===== config.mk =====
export PLATFORM = sky130hd
export DESIGN_NAME = accept_encoding_gzip_check_top
export DESIGN_NICKNAME = d
export VERILOG_FILES = /design/src/aeg_pkg.sv /design/src/aeg_front.sv /design/src/aeg_queue.sv /design/src/aeg_back.sv /design/src/accept_encoding_gzip_check_top.sv
export SDC_FILE = /design/constraint.sdc
export NUM_CORES = 1
export LEC_CHECK = 0
export BUFFER_PORTS_ARGS = -buffer_cell sky130_fd_sc_hd__buf_2
export CORE_MARGIN = 2
export CORE_UTILIZATION = 45
export DETAILED_ROUTE_END_ITERATION = 10
export PLACE_DENSITY = 0.72
export SLEW_MARGIN = 20
export SYNTH_ARGS = -nofsm -noshare
export SYNTH_HDL_FRONTEND = slang
export SYNTH_HIERARCHICAL = 1
export SYNTH_SLANG_ARGS = --single-unit

===== constraint.sdc =====
create_clock -name clock -period 6.95 [get_ports clock]
set_input_delay 0.3475 -clock clock [delete_from_list [all_inputs] [get_ports clock]]
set_output_delay 0.3475 -clock clock [all_outputs]
set_load 0.01 [all_outputs]

===== src/aeg_pkg.sv =====
// ----------------------------------------------------------------------------
// aeg_pkg
// Shared types for the Accept-Encoding gzip check: byte classification that
// travels from the front end through the queue to the parser back end.
// ----------------------------------------------------------------------------
package aeg_pkg;

   // one header byte, already decoded into the flags the parser needs
   typedef struct packed {
      logic       last;
      logic       comma;
      logic       semi;
      logic       equal;
      logic       blank;
      logic       star;
      logic       lc_g;
      logic       lc_z;
      logic       lc_i;
      logic       lc_p;
      logic       lc_q;
      logic       one;
      logic       zero;
      logic       dot;
      logic       digit;
      logic [3:0] digit_val;
   } byte_class_type;

   localparam int unsigned ClassWidth = $bits(byte_class_type);

   localparam logic [9:0] FullQuality = 10'd1000;

endpackage


===== src/aeg_front.sv =====
// ----------------------------------------------------------------------------
// aeg_front
// Input stage: takes header bytes and registers their classification.
// ----------------------------------------------------------------------------
module aeg_front
   import aeg_pkg::*;
(
   input  logic           clock,
   input  logic           reset,
   input  logic           req_push,
   input  logic [7:0]     req_header_byte,
   input  logic           req_last_byte,
   output logic           req_full,
   output logic           cls_valid,
   output byte_class_type cls_item,
   input  logic           cls_taken
);

   logic           valid_ff;
   logic           valid_in;
   byte_class_type item_ff;
   byte_class_type item_in;
   logic [7:0]     folded;
   logic           load;

   assign req_full  = valid_ff && !cls_taken;
   assign load      = req_push && !req_full;
   assign cls_valid = valid_ff;
   assign cls_item  = item_ff;

   always_comb begin
      // only A..Z fold to lower case
      if (req_header_byte >= 8'h41 && req_header_byte <= 8'h5a) begin
         folded = req_header_byte + 8'h20;
      end else begin
         folded = req_header_byte;
      end
      item_in.last      = req_last_byte;
      item_in.comma     = (req_header_byte == 8'h2c);
      item_in.semi      = (req_header_byte == 8'h3b);
      item_in.equal     = (req_header_byte == 8'h3d);
      item_in.blank     = (req_header_byte == 8'h20) || (req_header_byte == 8'h09);
      item_in.star      = (req_header_byte == 8'h2a);
      item_in.lc_g      = (folded == 8'h67);
      item_in.lc_z      = (folded == 8'h7a);
      item_in.lc_i      = (folded == 8'h69);
      item_in.lc_p      = (folded == 8'h70);
      item_in.lc_q      = (folded == 8'h71);
      item_in.one       = (req_header_byte == 8'h31);
      item_in.zero      = (req_header_byte == 8'h30);
      item_in.dot       = (req_header_byte == 8'h2e);
      item_in.digit     = (req_header_byte >= 8'h30) && (req_header_byte <= 8'h39);
      item_in.digit_val = req_header_byte[3:0];
      valid_in          = load || (valid_ff && !cls_taken);
   end

   always_ff @(posedge clock) begin
      if (reset) begin
         valid_ff <= 1'b0;
      end else begin
         valid_ff <= valid_in;
      end
      if (load) begin
         item_ff <= item_in;
      end
   end

endmodule


===== src/aeg_queue.sv =====
// ----------------------------------------------------------------------------
// aeg_queue
// Short first-in first-out queue of classified bytes between front and back.
// ----------------------------------------------------------------------------
module aeg_queue
   import aeg_pkg::*;
#(
   parameter int unsigned DEPTH = 2
)
(
   input  logic           clock,
   input  logic           reset,
   input  logic           wr_valid,
   input  byte_class_type wr_item,
   output logic           wr_taken,
   output logic           rd_valid,
   output byte_class_type rd_item,
   input  logic           rd_taken
);

   localparam int unsigned PtrWidth = (DEPTH > 1) ? $clog2(DEPTH) : 1;
   localparam int unsigned CntWidth = $clog2(DEPTH + 1);
   localparam logic [PtrWidth-1:0] LastSlot = PtrWidth'(DEPTH - 1);
   localparam logic [CntWidth-1:0] FullCount = CntWidth'(DEPTH);

   byte_class_type        slot_ff [DEPTH];
   logic [PtrWidth-1:0]   wr_ptr_ff;
   logic [PtrWidth-1:0]   wr_ptr_in;
   logic [PtrWidth-1:0]   rd_ptr_ff;
   logic [PtrWidth-1:0]   rd_ptr_in;
   logic [CntWidth-1:0]   count_ff;
   logic [CntWidth-1:0]   count_in;
   logic                  do_wr;
   logic                  do_rd;

   assign wr_taken = wr_valid && (count_ff != FullCount);
   assign do_wr    = wr_taken;
   assign rd_valid = (count_ff != '0);
   assign do_rd    = rd_valid && rd_taken;
   assign rd_item  = slot_ff[rd_ptr_ff];

   always_comb begin
      wr_ptr_in = wr_ptr_ff;
      rd_ptr_in = rd_ptr_ff;
      count_in  = count_ff;
      if (do_wr) begin
         wr_ptr_in = (wr_ptr_ff == LastSlot) ? '0 : wr_ptr_ff + 1'b1;
      end
      if (do_rd) begin
         rd_ptr_in = (rd_ptr_ff == LastSlot) ? '0 : rd_ptr_ff + 1'b1;
      end
      if (do_wr && !do_rd) begin
         count_in = count_ff + 1'b1;
      end else if (do_rd && !do_wr) begin
         count_in = count_ff - 1'b1;
      end
   end

   always_ff @(posedge clock) begin
      if (reset) begin
         wr_ptr_ff <= '0;
         rd_ptr_ff <= '0;
         count_ff  <= '0;
      end else begin
         wr_ptr_ff <= wr_ptr_in;
         rd_ptr_ff <= rd_ptr_in;
         count_ff  <= count_in;
      end
      if (do_wr) begin
         slot_ff[wr_ptr_ff] <= wr_item;
      end
   end

endmodule


===== src/aeg_back.sv =====
// ----------------------------------------------------------------------------
// aeg_back
// Parser back end: tracks element, parameter and q value state per byte,
// keeps the best gzip and wildcard qualities and holds the result register.
// ----------------------------------------------------------------------------
module aeg_back
   import aeg_pkg::*;
(
   input  logic               clock,
   input  logic               reset,
   input  logic               cls_valid,
   input  byte_class_type     cls_item,
   output logic               cls_taken,
   output logic               rsp_empty,
   input  logic               rsp_pop,
   output logic               rsp_accepts_gzip,
   output logic signed [10:0] rsp_gzip_quality,
   output logic signed [10:0] rsp_wildcard_quality
);

   localparam logic [1:0] PhCoding = 2'd0;
   localparam logic [1:0] PhName   = 2'd1;
   localparam logic [1:0] PhValue  = 2'd2;
   localparam logic [1:0] PhSkip   = 2'd3;

   localparam logic [2:0] CmEmpty = 3'd0;
   localparam logic [2:0] CmGzip  = 3'd4;
   localparam logic [2:0] CmStar  = 3'd5;
   localparam logic [2:0] CmNone  = 3'd6;

   localparam logic [1:0] NmEmpty = 2'd0;
   localparam logic [1:0] NmQ     = 2'd1;
   localparam logic [1:0] NmOther = 2'd2;

   localparam logic [1:0] QsEmpty = 2'd0;
   localparam logic [1:0] QsValid = 2'd1;
   localparam logic [1:0] QsBad   = 2'd2;

   localparam logic signed [10:0] NoneSeen = -11'sd1;

   logic [1:0]         phase_ff,  phase_in;
   logic [2:0]         coding_ff, coding_in;
   logic [1:0]         name_ff,   name_in;
   logic               space_ff,  space_in;
   logic [9:0]         accum_ff,  accum_in;
   logic [2:0]         chars_ff,  chars_in;
   logic [1:0]         status_ff, status_in;
   logic [9:0]         elemq_ff,  elemq_in;
   logic signed [10:0] gzip_ff,   gzip_in;
   logic signed [10:0] wild_ff,   wild_in;
   logic               out_valid_ff, out_valid_in;
   logic               accepts_ff, accepts_in;
   logic signed [10:0] out_gzip_ff;
   logic signed [10:0] out_wild_ff;
   logic               step;
   logic               match_next;
   logic               blank_empty;
   logic [9:0]         scaled;

   assign cls_taken = cls_valid && (!cls_item.last || !out_valid_ff || rsp_pop);
   assign step      = cls_taken;

   assign rsp_empty            = !out_valid_ff;
   assign rsp_accepts_gzip     = accepts_ff;
   assign rsp_gzip_quality     = out_gzip_ff;
   assign rsp_wildcard_quality = out_wild_ff;

   always_comb begin
      phase_in     = phase_ff;
      coding_in    = coding_ff;
      name_in      = name_ff;
      space_in     = space_ff;
      accum_in     = accum_ff;
      chars_in     = chars_ff;
      status_in    = status_ff;
      elemq_in     = elemq_ff;
      gzip_in      = gzip_ff;
      wild_in      = wild_ff;
      accepts_in   = 1'b0;
      out_valid_in = out_valid_ff && !rsp_pop;

      unique case (coding_ff)
         3'd0:    match_next = cls_item.lc_g;
         3'd1:    match_next = cls_item.lc_z;
         3'd2:    match_next = cls_item.lc_i;
         3'd3:    match_next = cls_item.lc_p;
         default: match_next = 1'b0;
      endcase

      unique case (phase_ff)
         PhCoding: blank_empty = (coding_ff == CmEmpty);
         PhName:   blank_empty = (name_ff == NmEmpty);
         default:  blank_empty = (status_ff == QsEmpty);
      endcase

      unique case (chars_ff)
         3'd2:    scaled = 10'(cls_item.digit_val) * 10'd100;
         3'd3:    scaled = 10'(cls_item.digit_val) * 10'd10;
         default: scaled = 10'(cls_item.digit_val);
      endcase

      // per-byte update
      if (cls_item.comma || cls_item.semi) begin
         if (phase_in == PhValue) begin
            elemq_in = (status_in == QsValid) ? accum_in : '0;
         end
         if (cls_item.comma) begin
            if (coding_in == CmGzip) begin
               if ($signed({1'b0, elemq_in}) > gzip_in) gzip_in = $signed({1'b0, elemq_in});
            end else if (coding_in == CmStar) begin
               if ($signed({1'b0, elemq_in}) > wild_in) wild_in = $signed({1'b0, elemq_in});
            end
            phase_in  = PhCoding;
            coding_in = CmEmpty;
            elemq_in  = FullQuality;
         end else begin
            phase_in = PhName;
         end
         name_in   = NmEmpty;
         space_in  = 1'b0;
         accum_in  = '0;
         chars_in  = '0;
         status_in = QsEmpty;
      end else if (phase_ff == PhSkip) begin
         // rest of an ignored parameter
      end else if (phase_ff == PhName && cls_item.equal) begin
         phase_in = (name_ff == NmQ) ? PhValue : PhSkip;
         space_in = 1'b0;
      end else if (cls_item.blank) begin
         if (!blank_empty) space_in = 1'b1;
      end else if (phase_ff == PhCoding) begin
         if (coding_ff == CmNone) begin
         end else if (space_ff) begin
            coding_in = CmNone;
         end else if (coding_ff < CmGzip && match_next) begin
            coding_in = coding_ff + 3'd1;
         end else if (coding_ff == CmEmpty && cls_item.star) begin
            coding_in = CmStar;
         end else begin
            coding_in = CmNone;
         end
      end else if (phase_ff == PhName) begin
         if (name_ff == NmEmpty && !space_ff && cls_item.lc_q) name_in = NmQ;
         else name_in = NmOther;
      end else begin
         // q value character
         if (status_ff == QsBad) begin
         end else if (space_ff || chars_ff >= 3'd5) begin
            status_in = QsBad;
         end else if (chars_ff == 3'd0) begin
            if (cls_item.one || cls_item.zero) begin
               accum_in  = cls_item.one ? FullQuality : '0;
               status_in = QsValid;
               chars_in  = chars_ff + 3'd1;
            end else begin
               status_in = QsBad;
            end
         end else if (chars_ff == 3'd1) begin
            if (cls_item.dot) begin
               status_in = QsValid;
               chars_in  = chars_ff + 3'd1;
            end else begin
               status_in = QsBad;
            end
         end else if (accum_ff == FullQuality) begin
            if (cls_item.zero) begin
               status_in = QsValid;
               chars_in  = chars_ff + 3'd1;
            end else begin
               status_in = QsBad;
            end
         end else if (cls_item.digit) begin
            accum_in  = accum_ff + scaled;
            status_in = QsValid;
            chars_in  = chars_ff + 3'd1;
         end else begin
            status_in = QsBad;
         end
      end

      // final byte closes the open element and publishes the result
      if (cls_item.last) begin
         if (phase_in == PhValue) begin
            elemq_in = (status_in == QsValid) ? accum_in : '0;
         end
         if (coding_in == CmGzip) begin
            if ($signed({1'b0, elemq_in}) > gzip_in) gzip_in = $signed({1'b0, elemq_in});
         end else if (coding_in == CmStar) begin
            if ($signed({1'b0, elemq_in}) > wild_in) wild_in = $signed({1'b0, elemq_in});
         end
         accepts_in   = (gzip_in >= 0) ? (gzip_in > 0) : (wild_in > 0);
         out_valid_in = 1'b1;
         phase_in     = PhCoding;
         coding_in    = CmEmpty;
         name_in      = NmEmpty;
         space_in     = 1'b0;
         accum_in     = '0;
         chars_in     = '0;
         status_in    = QsEmpty;
         elemq_in     = FullQuality;
      end
   end

   always_ff @(posedge clock) begin
      if (reset) begin
         phase_ff     <= PhCoding;
         coding_ff    <= CmEmpty;
         name_ff      <= NmEmpty;
         space_ff     <= 1'b0;
         accum_ff     <= '0;
         chars_ff     <= '0;
         status_ff    <= QsEmpty;
         elemq_ff     <= FullQuality;
         gzip_ff      <= NoneSeen;
         wild_ff      <= NoneSeen;
         out_valid_ff <= 1'b0;
      end else begin
         if (step) begin
            phase_ff  <= phase_in;
            coding_ff <= coding_in;
            name_ff   <= name_in;
            space_ff  <= space_in;
            accum_ff  <= accum_in;
            chars_ff  <= chars_in;
            status_ff <= status_in;
            elemq_ff  <= elemq_in;
            if (cls_item.last) begin
               gzip_ff <= NoneSeen;
               wild_ff <= NoneSeen;
            end else begin
               gzip_ff <= gzip_in;
               wild_ff <= wild_in;
            end
            out_valid_ff <= cls_item.last ? 1'b1 : out_valid_in;
         end else begin
            out_valid_ff <= out_valid_ff && !rsp_pop;
         end
      end
      if (step && cls_item.last) begin
         accepts_ff  <= accepts_in;
         out_gzip_ff <= gzip_in;
         out_wild_ff <= wild_in;
      end
   end

endmodule


===== src/accept_encoding_gzip_check_top.sv =====
// ----------------------------------------------------------------------------
// accept_encoding_gzip_check_top
// Streaming Accept-Encoding check that reports whether gzip is acceptable.
// ----------------------------------------------------------------------------
// Takes one header byte per clock while req_full is low, with no gaps needed
// between headers. A byte is classified in the front register, waits in a
// QUEUE_DEPTH-entry queue and is parsed by the back end; the result is
// registered in the back end's result register and stays on the result ports
// until it is popped. The back end stalls only when a header ends
// while the previous result has not yet been popped.
module accept_encoding_gzip_check_top
   import aeg_pkg::*;
#(
   parameter int unsigned QUEUE_DEPTH = 2
)
(
   input  logic               clock,
   input  logic               reset,
   input  logic               req_push,
   output logic               req_full,
   input  logic [7:0]         req_header_byte,
   input  logic               req_last_byte,
   output logic               rsp_empty,
   input  logic               rsp_pop,
   output logic               rsp_accepts_gzip,
   output logic signed [10:0] rsp_gzip_quality,
   output logic signed [10:0] rsp_wildcard_quality
);

   logic           front_valid;
   byte_class_type front_item;
   logic           front_taken;
   logic           queue_valid;
   byte_class_type queue_item;
   logic           queue_taken;

   aeg_front u_front (
      .clock           (clock),
      .reset           (reset),
      .req_push        (req_push),
      .req_header_byte (req_header_byte),
      .req_last_byte   (req_last_byte),
      .req_full        (req_full),
      .cls_valid       (front_valid),
      .cls_item        (front_item),
      .cls_taken       (front_taken)
   );

   aeg_queue #(
      .DEPTH (QUEUE_DEPTH)
   ) u_queue (
      .clock    (clock),
      .reset    (reset),
      .wr_valid (front_valid),
      .wr_item  (front_item),
      .wr_taken (front_taken),
      .rd_valid (queue_valid),
      .rd_item  (queue_item),
      .rd_taken (queue_taken)
   );

   aeg_back u_back (
      .clock                (clock),
      .reset                (reset),
      .cls_valid            (queue_valid),
      .cls_item             (queue_item),
      .cls_taken            (queue_taken),
      .rsp_empty            (rsp_empty),
      .rsp_pop              (rsp_pop),
      .rsp_accepts_gzip     (rsp_accepts_gzip),
      .rsp_gzip_quality     (rsp_gzip_quality),
      .rsp_wildcard_quality (rsp_wildcard_quality)
   );

endmodule


=== Word-level counts from Yosys, hierarchy flattened ===
Memory sizes are Yosys's and may differ from the RTL's. A register that Yosys moved wholly into a read port is not among the register bits.
Cells that the tools add are included.

* Flip-flop bits (word level): 103
* Bits in writable memories: 38
* Input bits: 13
* Word-level logic and storage cells: 269
* Memories: 1

{| class="wikitable"
|+ Memories
! memory !! words !! width !! read ports !! clocked after memory_dff !! wr ports !! line !! source
|-
| u_queue.slot_ff || 2 || 19 || 1 || 1 || 1 || aeg_queue.sv:26 || <nowiki>byte_class_type slot_ff [DEPTH];</nowiki>
|}

* $add $sub $neg: 8
* Multipliers: 2
* Order comparisons: 13
* Equal/unequal tests: 46
* Multiplexer cells: 122
* Reduce and logical (&&, ||, !) cells: 43

{| class="wikitable"
|+ Operator list
! kind !! count
|-
| 10-bit two-way mux || 24
|-
| 11-bit two-way mux || 20
|-
| 3-bit two-way mux || 26
|-
| 8-bit by 6-bit equality test with 1-bit output (second input constant) || 8
|-
| 2-bit two-way mux || 31
|-
| 11-bit > comparator || 4
|-
| 8-bit by 7-bit equality test with 1-bit output (second input constant) || 5
|-
| 11-bit by 1-bit > comparator with 1-bit output (second input constant) || 2
|-
| 3-bit by 1-bit != test with 1-bit output (second input constant) || 7
|-
| 10-bit case mux with 2 select lines || 1
|-
| 1-bit two-way mux || 17
|-
| 1-bit logical AND || 16
|-
| 3-bit equality test (second input constant) || 5
|-
| 3-bit by 2-bit equality test with 1-bit output (second input constant) || 4
|-
| 12-bit AND reduction || 1
|-
| 11-bit by 1-bit greater-or-equal comparator with 1-bit output (second input constant) || 1
|-
| 10-bit adder || 1
|-
| 10-bit equality test (second input constant) || 1
|-
| 8-bit by 6-bit adder with 8-bit output (second input constant) || 1
|-
| 2-bit by 1-bit equality test with 1-bit output (second input constant) || 4
|-
| 2-bit equality test (second input constant) || 4
|-
| 8-bit by 4-bit equality test with 1-bit output (second input constant) || 1
|-
| 8-bit by 6-bit greater-or-equal comparator with 1-bit output (second input constant) || 1
|-
| 8-bit by 7-bit greater-or-equal comparator with 1-bit output (second input constant) || 1
|-
| 29 further kinds || 48
|}

=== Depth between registers and ports, before layout ===
Gate-level depths: netlist of run 1.

* Word-level depth: 25
* Depth in mapped cells: 29

=== Hierarchy ===
Netlist of run 1, hierarchy kept.

{| class="wikitable"
|+ By module, submodules not included
! module !! times used !! cells each !! area an instance (µm²)
|-
| aeg_back || 1 || 797 || 6,507.5
|-
| aeg_queue || 1 || 85 || 1,587.8
|-
| aeg_front || 1 || 75 || 915.9
|}

=== Least setup slack after synthesis of run 1 ===
OpenSTA, ideal clock, no wires.

* Kind: flip-flop to flip-flop
* Start: register with a tool-made name
* End: register u_back.out_gzip_ff[1], in the netlist u_back/rsp_gzip_quality[1], data pin
* Setup time: 276 ps
* Arrival: 5,468 ps
* Slack: 1,206 ps
* Cell stages (with the launch flop): 27
* Path buffers: 3
* Period minus slack after synthesis: 5,744 ps
* Cells stage by stage: dfxtp_1 -> buf_2 -> buf_4 -> mux2_2 -> ha_1 -> ha_1 -> fa_1 -> a22oi_1 -> nor2_1 -> ha_1 -> o21ai_0 -> o21bai_1 -> a41o_1 -> xor2_1 -> a2bb2oi_1 -> a31oi_1 -> a211oi_2 -> inv_1 -> ha_1 -> a211oi_1 -> nor2b_1 -> o21ai_0 -> a22oi_1 -> nor2_1 -> nand2_1 -> clkbuf_1 -> mux2i_1

{| class="wikitable"
|+ RTL lines
! what !! line !! source
|-
| end signal, assigned || aeg_back.sv:241 || <nowiki>out_gzip_ff <= gzip_in;</nowiki>
|-
| end, declared || aeg_back.sv:53 || <nowiki>logic signed [10:0] out_gzip_ff;</nowiki>
|}

==> summary.md, run 1 <==
| Metric | Value |
|---|---|
| Setup violations, final | `0` |
| CP top delay family | `simple AND/OR/NAND/NOR gates` |
| Worst reg-to-reg setup slack | `around 0.5 ns` |
| Row count | `51` |
| Outcome | `completed` |
| # Max-Cap Violations | `0` |
| Placeable Area | `slightly below 0.02 mm^2` |
| Worst path slowest cell | `and2_1` |
| Antenna violations before repair | `0` |
| Largest family of logic cells by synthesized area | `simple AND/OR/NAND/NOR gates` |
| DPL Wire Length | `around 16000 um` |
| Post-route setup slack | `approximately 0.50 ns` |
| EDFF count, synth | `80` |
| CTS tree | `done` |
| All-Layer GR Usage | `0.210` |
| Die area | `0.0212 mm^2` |
| Maximum root-to-sink buffer count | `2` |
| Pwr Density | `roughly 330 mW/mm^2` |
| WP data arrival | `roughly 6.6 ns` |
| Drt drc | `0` |
| Synthesized instance count | `957` |
| Dpl ws | `~0.59 ns` |
| Routed WL | `between 20000 and 25000 um` |
| Worst R2R End | `u_back/rsp_wildcard_quality[4]$_DFFE_PP_` |
| Fin Clk Skew | `~0.01 ns` |
| GP Congestion | `0.940` |
| Fillcell total | `roughly 1800` |
| Via count | `between 7000 and 8000` |
| Most frequent cells in the layout | `nor2_1 (103), nand2_1 (82), edfxtp_1 (80)` |
| Most used DFF post-synth | `edfxtp_1` |
| Crit path capture type | `flop` |
| Post-layout nets | `1071` |
| Syn nets | `1046` |
| Slew Limit Fails | `0` |
| Layout area overhead | `10.9%` |
| Sequential cell area | `around 0.0036 mm^2` |
| IO Pins | `38` |
| WS Path Type | `reg -> reg` |
| Gr ovfl total | `0` |
| Seq/Total Area, Yosys | `0.404` |
| Clock root cell | `clkbuf_16` |
| Drt first pass iters | `5` |
| Asr flop ratio synth | `0` |
| Worst path most repeated cell | `ha_1` |
| Die Span Y | `146 um` |
| Post-DR vias/cell | `slightly below 6` |
| Synth unique cells | `82` |
| Slowest stage delay, CP | `about 0.59 ns` |
| RSZ-0062 raised after global routing | `false` |
| Worst hold path depth | `1` |
| Post-synth top area cell | `edfxtp_1` |
| Slew headroom | `0.308` |
| Post-Synth Simple-Gate Area | `0.196` |
| Synthesized area | `approximately 0.009 mm^2` |
| Non-Filler Instances | `1260` |
| H-Tree Level Count | `4` |
| Post-layout minimum cycle time | `6.45 ns` |
| Setup_tns | `0 ns` |
| Worst-path fanout max | `12` |
| Worst Hold End | `u_front/cls_item[18]$_DFFE_PP_` |
| Clock Latency Late Sink | `0.43 ns` |
| Clk sink count | `between 100 and 150` |
| Clock Pin Slew Worst Setup and Hold Paths | `~0.070 ns` |
| Post-CTS setup repair buffer count | `0` |
| Cell Chain, Critical Path | `mux2_2, ha_1, ha_1, fa_1, a22oi_1, nor2_1, ha_1, or2_2, o41ai_1, xor2_1, a22oi_1, a22oi_1, inv_1, ha_1, nand2_1, or3_1, a211oi_1, o21ai_0, nor3b_1, and2_1, mux2i_1` |
| Crit path launch type | `flop` |
| Share of cells above drive strength 1 | `0.130` |
| XOR/XNOR share of the synthesized area | `0.0117` |
| Vias in the first global route | `6993` |
| Ys Warns | `6` |
| Fin crit share | `0.928` |
| Post-synthesis mux area share | `0.0535` |
| Area taken by multi-input logic gates | `0.00498 mm^2` |
| Hold_buf cts | `0` |
| Largest net degree at the start of global routing | `62` |
| Flops & latches, synth | `~140` |
| Die Wd | `around 150 um` |
| Initial DRC count | `around 660` |
| First-pass GRT wire length | `around 36000 um` |
| Port buffer count | `37` |
| # diodes | `0` |
| Worst Path Required | `7.10 ns` |
| Fin. Hold Viols | `0` |
| Worst hold-check path type | `in -> reg` |
| Top cell type's share of synthesized area | `0.267` |
| R2R cell count | `21` |
| Total Power | `around 3.3 mW` |
| Compound-Gate Fraction of Synth Area | `0.182` |
| Commonest non-fill, non-tap cell in the layout | `nor2_1` |
| Placed Cells | `1228` |
| Routed Antenna Nets | `0` |
| WL per Instance | `around 17 um` |
| Worst vdd ir | `about 220 uV` |
| CTS Buf Count | `17` |
| Synth Area in Adders | `0.108` |
| Hold path startpoint | `req_last_byte` |
| Worst Tran Pin Value | `between 1 and 1.5 ns` |
| Starting Density | `0.461` |
| Avg Inst Size Synth | `roughly 9.4 um^2` |
| CP bufs+invs | `1` |
| Leakage | `a little under 4 nW` |
| Post-cts gate resize count | `0` |
| Fmax achieved | `155 MHz` |
| Cells taking the most area after synthesis | `edfxtp_1 (27%), dfxtp_1 (14%), ha_1 (10%), nor2_1 (4.3%), nand2_1 (3.5%)` |
layout make-up:
cell class	instances	share of cell area
clock inverter	14	0.0126
multi-input combinational	715	0.498
sequential	142	0.365
tap	265	0.0332
inverter	58	0.0218
clock buffer	18	0.0430
timing repair buffer	48	0.0268
routing by layer:
| layer | track usage | wire [um] | vias up |
|---|---|---|---|
| met3 | 0.0461 | 1480 | 52 |
| met5 | 0 | 0 | - |
| met1 | 0.279 | 9850 | 3475 |
| li1 | - | - | 3600 |
| met2 | 0.334 | 10000 | 273 |
| met4 | 0.0877 | 697 | 0 |
registers in the layout, indices dropped and copies added, names as in the netlist, 3 cells and up, named ones only:
signal                       count
u_queue/slot_ff                 38
u_front/cls_item                19
u_back/gzip_ff                  11
u_back/rsp_gzip_quality         11
u_back/rsp_wildcard_quality     11
u_back/wild_ff                  11
u_back/accum_ff                 10
u_back/elemq_ff                 10
u_back/chars_ff                  3
u_back/coding_ff                 3
power breakdown:
group	internal, mW	switching (mW)
clock network	0.469	0.393
logic	0.496	0.829
registers	1.06	0.0837
total	2.03	1.31
worst max-delay path by stage:
stage / endpoint / slack [ns] / cells past startpoint
global route: u_back/rsp_wildcard_quality[1]$_DFFE_PP_ / 0.09 / 21
CTS: u_back/rsp_wildcard_quality[4]$_DFFE_PP_ / 0.55 / 21
detailed placement: u_back/rsp_wildcard_quality[4]$_DFFE_PP_ / 0.59 / 21
finish: u_back/rsp_wildcard_quality[4]$_DFFE_PP_ / 0.50 / 21
global placement: u_back/rsp_wildcard_quality[4]$_DFFE_PP_ / 0.67 / 21
floorplan: u_back/rsp_gzip_quality[1]$_DFFE_PP_ / 1.21 / 26
cell usage after synthesis (all sizes together) (5+ instances only):
library cell    n
nand2b         14
a31oi           5
a22o            7
dfxtp          62
a21o           11
nand3          17
mux2i          23
a211oi         14
buf            13
nand3b         10
nor3           28
nor4           12
edfxtp         80
clkbuf         29
nand2          83
o21a            7
and3            7
a22oi          21
o211ai         26
a21oi          62
xor2            8
and2            9
mux2           22
o21ai          39
or2             5
o22ai           5
a32oi           6
nand4          12
a221oi          7
nor2          104
inv            58
nand4b          6
ha             73
nor2b          11
logic make-up (layout without fill, tap and decap cells):
kind of cell             Yosys count  in the layout
AO/OA/AOI/OAI                    238            238
XOR/XNOR                          12             12
adder cells (fa/ha/maj)           76             76
buffers and inverters            100            138
flip-flops                       142            142
multiplexers                      45             45
AND/OR/NAND/NOR                  344            344
per-stage QoR:
stage	util	hold WS, ns	cell area, um^2
final	0.512	0.0992	9990
after global placement	0.483	0.422	9440
after detailed placement	0.483	0.432	9440
after CTS	0.512	0.0911	9990
after floorplan	-	0.417	9010
after global routing	0.512	0.0910	9990
(Power assumes the default switching activity.)
==> run 2, diff against run 1 <==
Settings changed: RECOVER_POWER set to 100.
Clock period 6.95 ns to 7.02 ns, I/O delays scaled along.
==> summary.md, run 2 (synthesis gave the netlist of run 1 again) <==
| Metric | Value |
|---|---|
| Met1 Use GR | `0.285 (was 0.279)` |
| WL per Instance | `17.8 um (was 17.5 um)` |
| Total Power | `3.37 mW (was 3.33 mW)` |
| RSZ-0062 raised after global routing | `false (unchanged)` |
| Clk sink count | `142 (unchanged)` |
| Post-DR vias/cell | `5.96 (was 5.87)` |
| Layout area overhead | `10.8% (was 10.9%)` |
| Die area | `0.0212 mm^2 (unchanged)` |
| Global route hottest layer | `met2 (unchanged)` |
| Fin Clk Skew | `0.00712 ns (was 0.0100 ns)` |
| Crit path capture type | `flop (unchanged)` |
| Setup_tns | `0 ns (unchanged)` |
| Post-cts gate resize count | `0 (unchanged)` |
| Failing checks | `max-capacitance violations, max-slew violations` |
| Clock root cell | `clkbuf_16 (unchanged)` |
| Via count | `7523 (was 7400)` |
| CTS Buf Count | `17 (unchanged)` |
| WS Path Type | `reg -> reg (unchanged)` |
| Placeable Area | `0.0195 mm^2 (unchanged)` |
| Setup violations, final | `0 (unchanged)` |
| Worst hold-check path type | `in -> reg (unchanged)` |
| Core Util, Final | `0.511 (was 0.512)` |
| Vias in the first global route | `7155 (was 6993)` |
| Worst vdd ir | `261 uV (was 220 uV)` |
| Row count | `51 (unchanged)` |
| Post-CTS setup repair buffer count | `0 (unchanged)` |
| Leakage | `3.89 nW (was 3.95 nW)` |
| Fillcell total | `1826 (was 1790)` |
| Clock Latency Late Sink | `0.43 ns (about the same)` |
| DPL Wire Length | `16200 um (was 16500 um)` |
| Maximum root-to-sink buffer count | `2 (unchanged)` |
| Cell Chain, Critical Path | `mux2_1, ha_1, ha_1, fa_1, a22oi_1, nor2_1, ha_1, or2_2, o41ai_1, xor2_1, a22oi_1, a22oi_1, inv_1, ha_1, nand2_1, or3_1, a211oi_1, o21ai_0, nor3b_1, and2_1, mux2i_1 (was mux2_2, ha_1, ha_1, fa_1, a22oi_1, nor2_1, ha_1, or2_2, o41ai_1, xor2_1, a22oi_1, a22oi_1, inv_1, ha_1, nand2_1, or3_1, a211oi_1, o21ai_0, nor3b_1, and2_1, mux2i_1)` |
| Hold_buf cts | `0 (unchanged)` |
| Starting Density | `0.461 (unchanged)` |
| Fin. Hold Viols | `0 (unchanged)` |
| Gr ovfl total | `0 (unchanged)` |
| Crit path launch type | `flop (unchanged)` |
| First-pass GRT wire length | `36800 um (was 35800 um)` |
| All-Layer GR Usage | `0.214 (was 0.210)` |
| Hold WS | `0.103 ns (was 0.0992 ns)` |
| Post-layout minimum cycle time | `6.46 ns (was 6.45 ns)` |
| CP bufs+invs | `1 (unchanged)` |
| GP Congestion | `0.939 (was 0.940)` |
| Sequential cell area | `0.00364 mm^2 (unchanged)` |
| Post-layout nets | `1074 (was 1071)` |
| Slew headroom | `-0.769 (was 0.308)` |
| Largest Register | `u_queue/slot_ff (unchanged)` |
| Drt first pass iters | `5 (unchanged)` |
| CTS tree | `done (unchanged)` |
| Slowest stage delay, CP | `0.57 ns (was 0.59 ns)` |
| WP data arrival | `6.61 ns (was 6.60 ns)` |
| Outcome | `finished, violations left (was completed)` |
| Share of cells above drive strength 1 | `0.0922 (was 0.130)` |
| Initial DRC count | `814 (was 664)` |
| Worst Path Required | `7.17 ns (was 7.10 ns)` |
| Slew Limit Fails | `62 (was 0)` |
| IO Pins | `38 (unchanged)` |
| Fmax achieved | `155 MHz (about the same)` |
| Non-Filler Instances | `1263 (was 1260)` |
| GR Util met3 | `0.0414 (was 0.0461)` |
| Die Span Y | `146 um (unchanged)` |
| # diodes | `0 (unchanged)` |
| CP top delay family | `simple AND/OR/NAND/NOR gates (unchanged)` |
| Max reg flops | `38 (unchanged)` |
| Antenna violations before repair | `0 (unchanged)` |
| Drt drc | `0 (unchanged)` |
| # Max-Cap Violations | `1 (was 0)` |
| Most frequent cells in the layout | `nor2_1 (103), nand2_1 (82), edfxtp_1 (80) (unchanged)` |
| M2 GR Usage | `0.350 (was 0.334)` |
| Commonest non-fill, non-tap cell in the layout | `nor2_1 (unchanged)` |
| Die Wd | `146 um (unchanged)` |
| Port buffer count | `37 (unchanged)` |
| Clock Pin Slew Worst Setup and Hold Paths | `0.06 ns (was 0.07 ns)` |
| Largest net degree at the start of global routing | `62 (unchanged)` |
| Routed Antenna Nets | `0 (unchanged)` |
| Pwr Density | `337 mW/mm^2 (was 333 mW/mm^2)` |
| Area taken by multi-input logic gates | `0.00497 mm^2 (was 0.00498 mm^2)` |
| Fin crit share | `0.921 (was 0.928)` |
| Worst Tran Pin Value | `2.65 ns (was 1.03 ns)` |
| Worst path slowest cell | `and2_1 (unchanged)` |
| H-Tree Level Count | `4 (unchanged)` |
| Worst-path fanout max | `12 (unchanged)` |
| Worst path most repeated cell | `ha_1 (unchanged)` |
| Routed WL | `22500 um (was 22000 um)` |
| Placed Cells | `1231 (was 1228)` |
## run 2: cell types whose count changed in the layout (fill, tap and decap cells not counted), moves of 2 or more
cell,previous run,this run
clkbuf_1,1,37
buf_2,37,7
inv_6,7,3
mux2_1,0,3
mux2_2,21,18
and2_0,0,2
and2_1,9,7
buf_4,11,9
bufinv_16,0,2
clkinv_4,2,4
## run 2: per-stage QoR
| step | area, um^2 | worst slack (ns) |
|---|---|---|
| 2_1_floorplan | 9010 | 1.28 |
| 3_3_place_gp | 9460 | 0.886 |
| 3_5_place_dp | 9460 | 0.676 |
| 4_1_cts | 10000 | 0.641 |
| 5_1_grt | 9990 | 0.181 |
| 6_report | 9990 | 0.556 |
## run 2: final cells by class
type                    instances  area share
multi-input cells             715       0.498
inverters                      58      0.0218
clock inverters                13      0.0157
well taps                     265      0.0332
flip-flops and latches        142       0.365
repair buffers                 51      0.0234
clock buffers                  19      0.0434
## run 2: routing by layer
metal / vias up / part of all wire
li1: 3609 / -
met1: 3580 / 0.45
met2: 284 / 0.47
met3: 47 / 0.061
met4: 3 / 0.024
met5: - / 0.0015
## run 2: path summary, 6_finish.rpt
kind / slack (ns) / depth (start not counted) / from / endpoint
max: 0.56 / 21 / flop / u_back/rsp_wildcard_quality[2]$_DFFE_PP_
min: 0.10 / 1 / req_last_byte / u_front/cls_item[18]$_DFFE_PP_
max reg2reg: 0.56 / 21 / flop / u_back/rsp_wildcard_quality[2]$_DFFE_PP_
min reg2reg: 0.44 / 0 / u_front/cls_item[16]$_DFFE_PP_ / u_queue/slot_ff[1][16]$_DFFE_PP_
## run 2: power by group
part,switching (mW),internal (mW)
combinational,0.834,0.489
sequential,0.0824,1.05
clock,0.376,0.532
total,1.29,2.07
==> run 3, diff against run 2 <==
Settings changed: ABC_CLOCK_PERIOD_IN_PS set to 7020, CORE_MARGIN 2 to not set, SYNTH_HIERARCHICAL 1 to not set.
==> summary.md, run 3 <==
| Metric | Value |
|---|---|
| Post-layout minimum cycle time | `6.44 ns (was 6.46 ns)` |
| Starting Density | `0.462 (was 0.461)` |
| RSZ-0062 raised after global routing | `false (unchanged)` |
| Initial DRC count | `567 (was 814)` |
| Fin crit share | `0.918 (was 0.921)` |
| Die Span Y | `141 um (was 146 um)` |
| EDFF count, synth | `80 (unchanged)` |
| Synthesized instance count | `884 (was 957)` |
| Max reg flops | `38 (unchanged)` |
| GP Congestion | `0.942 (was 0.939)` |
| Vias in the first global route | `6681 (was 7155)` |
| Sequential cell area | `0.00364 mm^2 (unchanged)` |
| Maximum root-to-sink buffer count | `2 (unchanged)` |
| Worst R2R End | `u_back.rsp_gzip_quality[6]$_DFFE_PP_ (was u_back/rsp_wildcard_quality[2]$_DFFE_PP_)` |
| Placement Cell Area | `0.00920 mm^2 (was 0.00946 mm^2)` |
| Routed Antenna Nets | `0 (unchanged)` |
| Core Util, Final | `0.518 (was 0.511)` |
| Area taken by multi-input logic gates | `0.00474 mm^2 (was 0.00497 mm^2)` |
| Dpl ws | `0.722 ns (was 0.676 ns)` |
| # diodes | `0 (unchanged)` |
| Setup_tns | `0 ns (unchanged)` |
| DPL Wire Length | `15900 um (was 16200 um)` |
| Post-DR vias/cell | `5.87 (was 5.96)` |
| First-pass GRT wire length | `34900 um (was 36800 um)` |
| Slew headroom | `0.0731 (was -0.769)` |
| Slowest stage delay, CP | `0.65 ns (was 0.57 ns)` |
| Post-route setup slack | `0.578 ns (was 0.556 ns)` |
| Clock root cell | `clkbuf_16 (unchanged)` |
| Syn nets | `972 (was 1046)` |
| Largest Register | `u_queue.slot_ff (was u_queue/slot_ff)` |
| WL per Instance | `18.2 um (was 17.8 um)` |
| Fmax achieved | `155 MHz (about the same)` |
| Worst hold path depth | `1 (unchanged)` |
| Worst vdd ir | `201 uV (was 261 uV)` |
| Slew Limit Fails | `0 (was 62)` |
| Layout area overhead | `12.2% (was 10.8%)` |
| Setup violations, final | `0 (unchanged)` |
| Crit path capture type | `flop (unchanged)` |
| Clock Pin Slew Worst Setup and Hold Paths | `0.07 ns (was 0.06 ns)` |
| Worst path slowest cell | `a2111oi_4 (was and2_1)` |
| Drt drc | `0 (unchanged)` |
| Fin. Hold Viols | `0 (unchanged)` |
| Most used DFF post-synth | `edfxtp_1 (unchanged)` |
| Most frequent cells in the layout | `edfxtp_1 (80), nand2_1 (77), ha_1 (73) (was nor2_1 (103), nand2_1 (82), edfxtp_1 (80))` |
| R2R cell count | `25 (was 21)` |
| Top cells by count, synth | `edfxtp_1 (80), nand2_1 (77), ha_1 (73), nor2_1 (69), dfxtp_1 (62) (was nor2_1 (103), nand2_1 (83), edfxtp_1 (80), ha_1 (73), dfxtp_1 (62))` |
| Via count | `7009 (was 7523)` |
| Worst path most repeated cell | `ha_1 (unchanged)` |
| Worst Tran Pin Value | `1.39 ns (was 2.65 ns)` |
| Critical Path Sink | `u_back.rsp_gzip_quality[6]$_DFFE_PP_ (was u_back/rsp_wildcard_quality[2]$_DFFE_PP_)` |
| Ys Warns | `0 (was 6)` |
| Commonest non-fill, non-tap cell in the layout | `edfxtp_1 (was nor2_1)` |
| Fin Clk Skew | `0.0123 ns (was 0.00712 ns)` |
| All-Layer GR Usage | `0.228 (was 0.214)` |
| Synth unique cells | `76 (was 82)` |
| Fillcell total | `1724 (was 1826)` |
| Asr flop ratio synth | `0 (unchanged)` |
| Clock Latency Late Sink | `0.44 ns (was 0.43 ns)` |
| Hold WS | `0.0956 ns (was 0.103 ns)` |
| Die area | `0.0199 mm^2 (was 0.0212 mm^2)` |
| Post-synth top area cell | `edfxtp_1 (unchanged)` |
| Worst Path Required | `7.18 ns (was 7.17 ns)` |
| Post-cts gate resize count | `0 (unchanged)` |
| WS Path Type | `reg -> reg (unchanged)` |
| Top cell type's share of synthesized area | `0.276 (was 0.267)` |
| WP data arrival | `6.60 ns (was 6.61 ns)` |
| Pwr Density | `332 mW/mm^2 (was 337 mW/mm^2)` |
| Largest net degree at the start of global routing | `70 (was 62)` |
| Avg Inst Size Synth | `9.84 um^2 (was 9.42 um^2)` |
| Cell with the most instances after synthesis | `edfxtp_1 (was nor2_1)` |
| Outcome | `completed (was finished, violations left)` |
| Post-route cell area | `0.00976 mm^2 (was 0.00999 mm^2)` |
| H-Tree Level Count | `4 (unchanged)` |
| # Max-Cap Violations | `0 (was 1)` |
| Seq/Total Area, Yosys | `0.419 (was 0.404)` |
| Worst hold-check path type | `in -> reg (unchanged)` |
| Worst-path fanout max | `8 (was 12)` |
| CTS tree | `done (unchanged)` |
| Placeable Area | `0.0188 mm^2 (was 0.0195 mm^2)` |
| Post-layout nets | `1009 (was 1074)` |
| Drt first pass iters | `5 (unchanged)` |
| IO Pins | `38 (unchanged)` |
| Gr ovfl total | `0 (unchanged)` |
| Die Wd | `141 um (was 146 um)` |
| Port buffer count | `37 (unchanged)` |
| Worst reg-to-reg setup slack | `0.58 ns (was 0.56 ns)` |
| CTS Buf Count | `17 (unchanged)` |
| Share of cells above drive strength 1 | `0.0921 (was 0.0922)` |
| Hold_buf cts | `0 (unchanged)` |
| Leakage | `3.85 nW (was 3.89 nW)` |
| Crit path launch type | `flop (unchanged)` |
| Post-CTS setup repair buffer count | `0 (unchanged)` |
| Clk sink count | `142 (unchanged)` |
| Cells taking the most area after synthesis | `edfxtp_1 (28%), dfxtp_1 (14%), ha_1 (11%), mux2i_1 (4.4%), nand2_1 (3.3%) (was edfxtp_1 (27%), dfxtp_1 (14%), ha_1 (10%), nor2_1 (4.3%), nand2_1 (3.5%))` |
| Synthesized area | `0.00870 mm^2 (was 0.00901 mm^2)` |
| Antenna violations before repair | `0 (unchanged)` |
| Row count | `50 (was 51)` |
| Routed WL | `21800 um (was 22500 um)` |
| Flops & latches, synth | `142 (unchanged)` |
==> run 3: changes by cell type after synthesis, sizes merged, moves of 7 or more <==
| cell | delta |
|---|---|
| mux2 | -7 |
| and2 | -8 |
| nand3b | -8 |
| a221oi | -7 |
| a21oi | -27 |
| and3 | +7 |
| mux2i | +15 |
| inv | -8 |
| a22o | +14 |
| nor3 | -11 |
| nor2 | -35 |
==> run 3: final cells by class <==
cell class	count	area share
clock buffer	17	0.0436
clock inverter	15	0.0194
inverter	51	0.0196
multi-input combinational	657	0.486
sequential	142	0.373
tap	260	0.0333
timing repair buffer	52	0.0245
==> run 3: worst max-delay path, delay by kind of cell (launching register included) <==
kind                       cells  cell delay (ns)
AOI/OAI and AO/OA             12             2.87
xor gates and xnor gates       2             0.18
adders and majority gates      5             1.25
buffers and inverters          3             0.64
DFF                            1             0.44
muxes                          2             0.57
and+or+nand+nor                1             0.17
==> run 3: worst min path at each step <==
stage | start | endpoint
floorplan | u_front.cls_item[0]$_DFFE_PP_ | u_queue.slot_ff[0][0]$_DFFE_PP_
global placement | u_front.cls_item[8]$_DFFE_PP_ | u_queue.slot_ff[0][8]$_DFFE_PP_
detailed placement | u_front.cls_item[13]$_DFFE_PP_ | u_queue.slot_ff[0][13]$_DFFE_PP_
CTS | req_last_byte | u_front.cls_item[18]$_DFFE_PP_
global route | req_last_byte | u_front.cls_item[18]$_DFFE_PP_
finish | req_last_byte | u_front.cls_item[18]$_DFFE_PP_
==> run 3: per-stage QoR <==
stage | total power [mW] | std cells
4_1_cts | 3.25 | 1194
6_report | 3.24 | 1194
3_5_place_dp | 2.30 | 1162
5_1_grt | 3.43 | 1194
3_3_place_gp | 2.28 | 1162
2_1_floorplan | 1.99 | 884
==> run 3: cells by family (layout without fill, tap and decap cells) <==
family / count (synthesis) / after routing / share of synthesized area
compound gates: 236 / 236 / 0.192
xor+xnor: 13 / 13 / 0.0131
fa+ha+maj: 76 / 76 / 0.111
buf+inv: 85 / 135 / 0.0381
flops: 142 / 142 / 0.419
mux: 53 / 53 / 0.0636
simple gates: 279 / 279 / 0.163
==> run 3: report_power, final <==
part | leakage [nW] | total (mW) | internal, mW | switching [mW]
sequential | 1.23 | 1.11 | 1.03 | 0.0784
combinational | 2.32 | 1.18 | 0.434 | 0.746
clock | 0.299 | 0.945 | 0.515 | 0.429
total | 3.85 | 3.24 | 1.98 | 1.25
==> run 3: routing by layer <==
| metal | track usage | wire [um] | vias to the layer above |
|---|---|---|---|
| met1 | 0.294 | 9740 | 3341 |
| li1 | - | - | 3420 |
| met5 | 0 | 0 | - |
| met4 | 0.0875 | 449 | 0 |
| met2 | 0.379 | 10500 | 215 |
| met3 | 0.0408 | 1090 | 33 |
